===== src/sv/hjt_pkg.sv =====
// hjt_pkg: types and constants for the hash join table.
// Used by hjt_ctrl, hjt_datapath and hash_join_table; depends on nothing.
package hjt_pkg;

  localparam int CFG_W  = 4;
  localparam int FUNC_W = 2;
  localparam int KEY_W  = 32;
  localparam int PAY_W  = 64;
  localparam int ST_W   = 3;
  localparam int CNT_W  = 31;
  localparam int MIN_LG = 10;

  localparam logic [CFG_W-1:0] LG_RESET = CFG_W'(12);
  localparam logic [KEY_W-1:0] FMIX_C1  = 32'h85ebca6b;
  localparam logic [KEY_W-1:0] FMIX_C2  = 32'hc2b2ae35;
  localparam logic [CNT_W-1:0] CNT_MAX  = {CNT_W{1'b1}};

  localparam logic [FUNC_W-1:0] FUNC_INSERT = 2'd0;
  localparam logic [FUNC_W-1:0] FUNC_PROBE  = 2'd1;
  localparam logic [FUNC_W-1:0] FUNC_CLEAR  = 2'd2;

  localparam logic [ST_W-1:0] STAT_NEW       = 3'd0;
  localparam logic [ST_W-1:0] STAT_OVERWRITE = 3'd1;
  localparam logic [ST_W-1:0] STAT_FOUND     = 3'd2;
  localparam logic [ST_W-1:0] STAT_NOT_FOUND = 3'd3;
  localparam logic [ST_W-1:0] STAT_FULL      = 3'd4;
  localparam logic [ST_W-1:0] STAT_CLEARED   = 3'd5;

  typedef struct packed {
    logic [FUNC_W-1:0]       func;
    logic signed [KEY_W-1:0] key;
    logic signed [PAY_W-1:0] payload;
    logic                    last_in_batch;
  } in_word_t;

  typedef struct packed {
    logic [ST_W-1:0]         status;
    logic signed [PAY_W-1:0] found_payload;
    logic [CNT_W-1:0]        row_index;
    logic [CNT_W-1:0]        match_count;
  } out_word_t;

  typedef enum logic [2:0] {
    ST_INIT,
    ST_IDLE,
    ST_HASH1,
    ST_HASH2,
    ST_HASH3,
    ST_WALK,
    ST_SWEEP,
    ST_FINISH
  } state_t;

  typedef struct packed {
    logic load_in;
    logic start_walk;
    logic advance;
    logic sweep;
    logic emit;
  } cmd_t;

  typedef struct packed {
    logic decide;
    logic sweep_last;
    logic out_free;
  } stat_t;

endpackage


===== src/sv/hjt_ctrl.sv =====
// hjt_ctrl: sequencer for the hash join table (hash, slot walk, clear sweep).
// Depends on hjt_pkg; drives hjt_datapath through cmd_t and reads stat_t.
module hjt_ctrl
  import hjt_pkg::*;
(
  input  logic              clk,
  input  logic              rst,
  input  logic              in_valid,
  input  logic [FUNC_W-1:0] in_func,
  output logic              in_stall,
  input  stat_t             stat,
  output cmd_t              cmd
);

  state_t state, state_next;

  always_ff @(posedge clk) begin
    if (rst) begin
      state <= ST_INIT;
    end else begin
      state <= state_next;
    end
  end

  always_comb begin
    state_next = state;
    case (state)
      ST_INIT: begin
        if (stat.sweep_last) state_next = ST_IDLE;
      end
      ST_IDLE: begin
        if (in_valid) begin
          if (in_func inside {FUNC_INSERT, FUNC_PROBE}) begin
            state_next = ST_HASH1;
          end else if (in_func == FUNC_CLEAR) begin
            state_next = ST_SWEEP;
          end else begin
            state_next = ST_FINISH;
          end
        end
      end
      ST_HASH1: state_next = ST_HASH2;
      ST_HASH2: state_next = ST_HASH3;
      ST_HASH3: state_next = ST_WALK;
      ST_WALK: begin
        if (stat.decide && stat.out_free) state_next = ST_IDLE;
      end
      ST_SWEEP: begin
        if (stat.sweep_last) state_next = ST_FINISH;
      end
      ST_FINISH: begin
        if (stat.out_free) state_next = ST_IDLE;
      end
      default: state_next = ST_INIT;
    endcase
  end

  always_comb begin
    cmd      = '0;
    in_stall = 1'b1;
    case (state)
      ST_INIT:  cmd.sweep = 1'b1;
      ST_IDLE: begin
        in_stall    = 1'b0;
        cmd.load_in = in_valid;
      end
      ST_HASH3: cmd.start_walk = 1'b1;
      ST_WALK: begin
        cmd.emit    = stat.decide && stat.out_free;
        cmd.advance = !stat.decide;
      end
      ST_SWEEP:  cmd.sweep = 1'b1;
      ST_FINISH: cmd.emit  = stat.out_free;
      default: cmd = '0;
    endcase
  end

`ifndef SYNTHESIS
  a_emit_free: assert property (@(posedge clk) disable iff (rst)
    cmd.emit |-> stat.out_free)
    else $error("result emitted while output register busy");

  a_one_cmd: assert property (@(posedge clk) disable iff (rst)
    $onehot0({cmd.load_in, cmd.start_walk, cmd.advance, cmd.sweep, cmd.emit}))
    else $error("more than one datapath command");

  a_walk_go_on: assert property (@(posedge clk) disable iff (rst)
    (state == ST_WALK) && !stat.decide |=> (state == ST_WALK))
    else $error("walk left before a decision");

  a_init_done: assert property (@(posedge clk) disable iff (rst)
    (state == ST_INIT) && stat.sweep_last |=> (state == ST_IDLE))
    else $error("reset sweep did not end in idle");

  a_hash_walk: assert property (@(posedge clk) disable iff (rst)
    cmd.start_walk |=> (state == ST_WALK))
    else $error("walk did not follow hash");
`endif

endmodule


===== config.mk =====
export PLATFORM = sky130hd
export DESIGN_NAME = hjt_ctrl
export DESIGN_NICKNAME = d
export VERILOG_FILES = /design/src/sv/hjt_pkg.sv /design/src/sv/hjt_ctrl.sv
export SDC_FILE = /design/constraint.sdc
export NUM_CORES = 1
export LEC_CHECK = 0
export BUFFER_PORTS_ARGS = -buffer_cell sky130_fd_sc_hd__buf_2
export CAP_MARGIN = 10
export CORE_AREA = 2 2 39 41
export DETAILED_ROUTE_END_ITERATION = 12
export DIE_AREA = 0 0 41 43
export SLEW_MARGIN = 40
export SYNTH_ARGS = -nofsm -noshare
export SYNTH_HDL_FRONTEND = slang
export SYNTH_SLANG_ARGS = --single-unit
export TNS_END_PERCENT = 30

===== constraint.sdc =====
create_clock -name clk -period 1.64 [get_ports clk]
set_input_delay 0.082 -clock clk [delete_from_list [all_inputs] [get_ports clk]]
set_output_delay 0.082 -clock clk [all_outputs]
set_load 0.02 [all_outputs]

# Yosys cells after proc, flatten, opt, wreduce, memory -nomap -nowiden
# Index checks and enable logic that the tools add are counted.
[classes]
mux = 14
eq_ne = 14
reduce_logical = 7
[op_table]
columns = ["operator", "count"]
rows = [
  ["case mux 3 bit (8 select lines)", 1],
  ["2-to-1 mux 3 bit", 6],
  ["== test 3 bit (second input constant)", 4],
  ["!= test 2 bit (second input constant)", 5],
  ["== test 3 x 2 -> 1 bit (second input constant)", 2],
  ["2-to-1 mux 1 bit", 6],
  ["AND reduction 5 bit", 1],
  ["== test 3 x 1 -> 1 bit (second input constant)", 1],
  ["zero test 3 bit", 1],
  ["== test 2 x 1 -> 1 bit (second input constant)", 1],
  ["== test 2 bit (second input constant)", 1],
  ["zero test 2 bit", 1],
  ["case mux 1 bit (2 select lines)", 1],
  ["nonzero test 2 bit", 1],
  ["OR reduction 2 bit", 1],
  ["logical AND 1 bit", 1],
  ["zero test 1 bit", 1],
]
[totals]
register_bits = 3
elab_cells = 36
inputBits = 8
output_inout_bits = 6

# Depth between registers and ports, before layout
[depth]
word_depth = 5
mapped_depth = 4
mapped_depth_nobuf = 3

# Worst setup path after synthesis
# No wires, ideal clock.
[synth_path]
path_type = "reg-to-output"
from = "reg state[2]"
to = "out cmd[3] (netlist name)"
stages_incl_launch_ff = 4
setup_slack_ns = 0.551
arrival_time_ns = 1.007
n_path_buf = 1
t_required_ns = 1.558
path_cell_list = "dfxtp_1 > buf_4 > nor2b_1 > nor2b_1"
[synth_rtl]
columns = ["element", "line", "source"]
rows = [
  ["start: declaration", "hjt_ctrl.sv:15", "state_t state, state_next;"],
  ["start signal: assignment", "hjt_ctrl.sv:21", "state <= state_next;"],
  ["end: declaration", "hjt_ctrl.sv:12", "output cmd_t cmd"],
]

==> out/summary.txt <==
Relative slew margins -> 0.722
clock tree sinks -> 3
Worst setup EP type -> primary output
# IOs -> 14
clk_skew -> 6.22 ps
Reg2Reg Setup Slack -> 450 ps
drt via density -> 4.42
Final Hold Violating Endpoints -> 0
vias in the first global route -> 226
Largest regs -> state: 3 flops
Initial DRC Count -> 3
htree depth -> 1
routability cong. -> 0.829
post-CTS resize count -> 0
peak supply drop -> 0.288 mV
first-pass GRT wire length -> 952 um
Cells after Synth -> 36
CP startpoint -> state[2]
Setup WS pre-CTS -> 452 ps
worst hold margin -> 30.1 ps
commonest non-fill, non-tap cell in the layout -> buf_2
antenna cells -> 0
core area -> 1380 um2
Max-Cap Viols -> 0
CTS tree -> done
unrepaired setup endpoints after global routing -> no
setup ws final -> 253 ps
fin crit period -> 1390 ps
pin count of the biggest net entering global routing -> 15
DR pass1 iterations -> 2
DR WL/cell -> 10.1 um
Syn-to-layout area delta -> 30.2%
initial antenna violation count -> 0
Fmax achieved -> 0.721 GHz
Biggest register -> state
Synth Register Bits -> 3
number of setup buffers added after CTS -> 0
Die ar. -> 1760 um2
Final #Nets -> 59
min-delay src -> rst
outcome -> complete, no violations
share of layout cells above drive strength 1 -> 0.360
leak pwr -> 0.192 nW
WL final -> 669 um
Crit path required time -> 1560 ps
crit share post-route -> 0.845
cts hold-fix bufs -> 0
Port Buffer Count -> 13
Syn Area/Cell -> 7.82 um2
Worst-path clk slew -> 40 ps
chip width -> 41 um
synthesized area -> 282 um2
Initial Util -> 0.203
Netlist cell types -> 23
total negative slack -> 0 ps
Worst-Skew Late Latency -> 240 ps
Power Density -> 991 nW/um2
DRT antenna net count -> 0
cts bufs inserted -> 3
max-slew violations -> 0
CTS Buffer Depth -> 2
FP Rows -> 14
Worst R2R Start -> state[2]
final setup vio count -> 0
commonest cells after routing, fill and taps aside -> buf_2, nor2b_1, nor2_1
DRC -> 0
syn nets -> 44
sequential area share after synthesis -> 0.213
via count -> 292
critical path launch point type -> flop
detailed placement HPWL -> 515 um
Chip Height -> 43 um
Root Buffer -> clkbuf_4
WS Path Type -> flop to primary output
flip-flop count of the largest register after layout -> 3
synth warn -> 0
remaining global-route overflow -> 0
Worst EP arrival -> 1300 ps
worst slew pin tran -> 416 ps
hold crit path type -> primary input to flop
Critical Path Fanout Max -> 14
gr usage total -> 0.0853
layout make-up:
type                            instances  area [um2]
Clock buffer                            4        26.3
Fill cell                             156        1020
Inverter                                3        11.3
Multi-Input combinational cell         27         184
Sequential cell                         3        60.1
Tap cell                               16        20.0
Timing Repair Buffer                   13        65.1
routing by layer:
layer	global-route usage	routed length (um)	vias up
met5	0	0	-
met4	0.0800	15	0
met3	0.0314	35	2
met2	0.0969	280	10
met1	0.115	336	128
li1	-	-	152
per-stage QoR:
step | instance area [um2] | total power [W] | std cells | utilization
floorplan | 282 | 0.000205 | 36 | -
global placement | 340 | 0.000230 | 62 | 0.246
detailed placement | 340 | 0.000230 | 62 | 0.246
CTS | 367 | 0.000368 | 66 | 0.265
global route | 367 | 0.000389 | 66 | 0.265
finish | 367 | 0.000363 | 66 | 0.265
cell usage after synthesis (all sizes together):
| cell | instances | area (um2) |
|---|---|---|
| a211o | 1 | 8.76 |
| a21o | 1 | 7.51 |
| a21oi | 2 | 10.0 |
| a221oi | 1 | 15.0 |
| a31o | 1 | 8.76 |
| a31oi | 1 | 6.26 |
| and3b | 1 | 8.76 |
| buf | 3 | 26.3 |
| dfxtp | 3 | 60.1 |
| inv | 3 | 11.3 |
| nand2 | 1 | 3.75 |
| nand2b | 1 | 6.26 |
| nand3 | 1 | 5.00 |
| nand3b | 1 | 7.51 |
| nor2 | 4 | 15.0 |
| nor2b | 5 | 38.8 |
| nor3 | 1 | 5.00 |
| o2111a | 1 | 11.3 |
| o211ai | 1 | 7.51 |
| o21ai | 2 | 10.0 |
| xor2 | 1 | 8.76 |
final timing paths:
kind / cells after the start / end
setup / recovery: 3 / cmd[3]
setup reg to reg: 3 / state[2]
hold / removal: 2 / state[0]
hold reg to reg: 1 / state[0]
worst max-delay path, cell delays in order (launching register included):
cell and delay (ps):
dfxtp_1 560, nor2b_1 210, nor2b_1 130, buf_2 170
power breakdown:
group          internal [W]  switching, W
Combinational     0.0000567     0.0000640
Sequential        0.0000827     0.0000251
Clock             0.0000915     0.0000433
Total              0.000231      0.000132
kinds of logic (layout without fill, tap and decap cells):
family,Yosys count,count (layout),synth area share
buffers and inverters,6,20,0.133
AND/OR/NAND/NOR,15,15,0.320
flip-flops,3,3,0.213
AO/OA/AOI/OAI,11,11,0.302
XOR/XNOR,1,1,0.0311
Power figures use the tool's default switching activity.
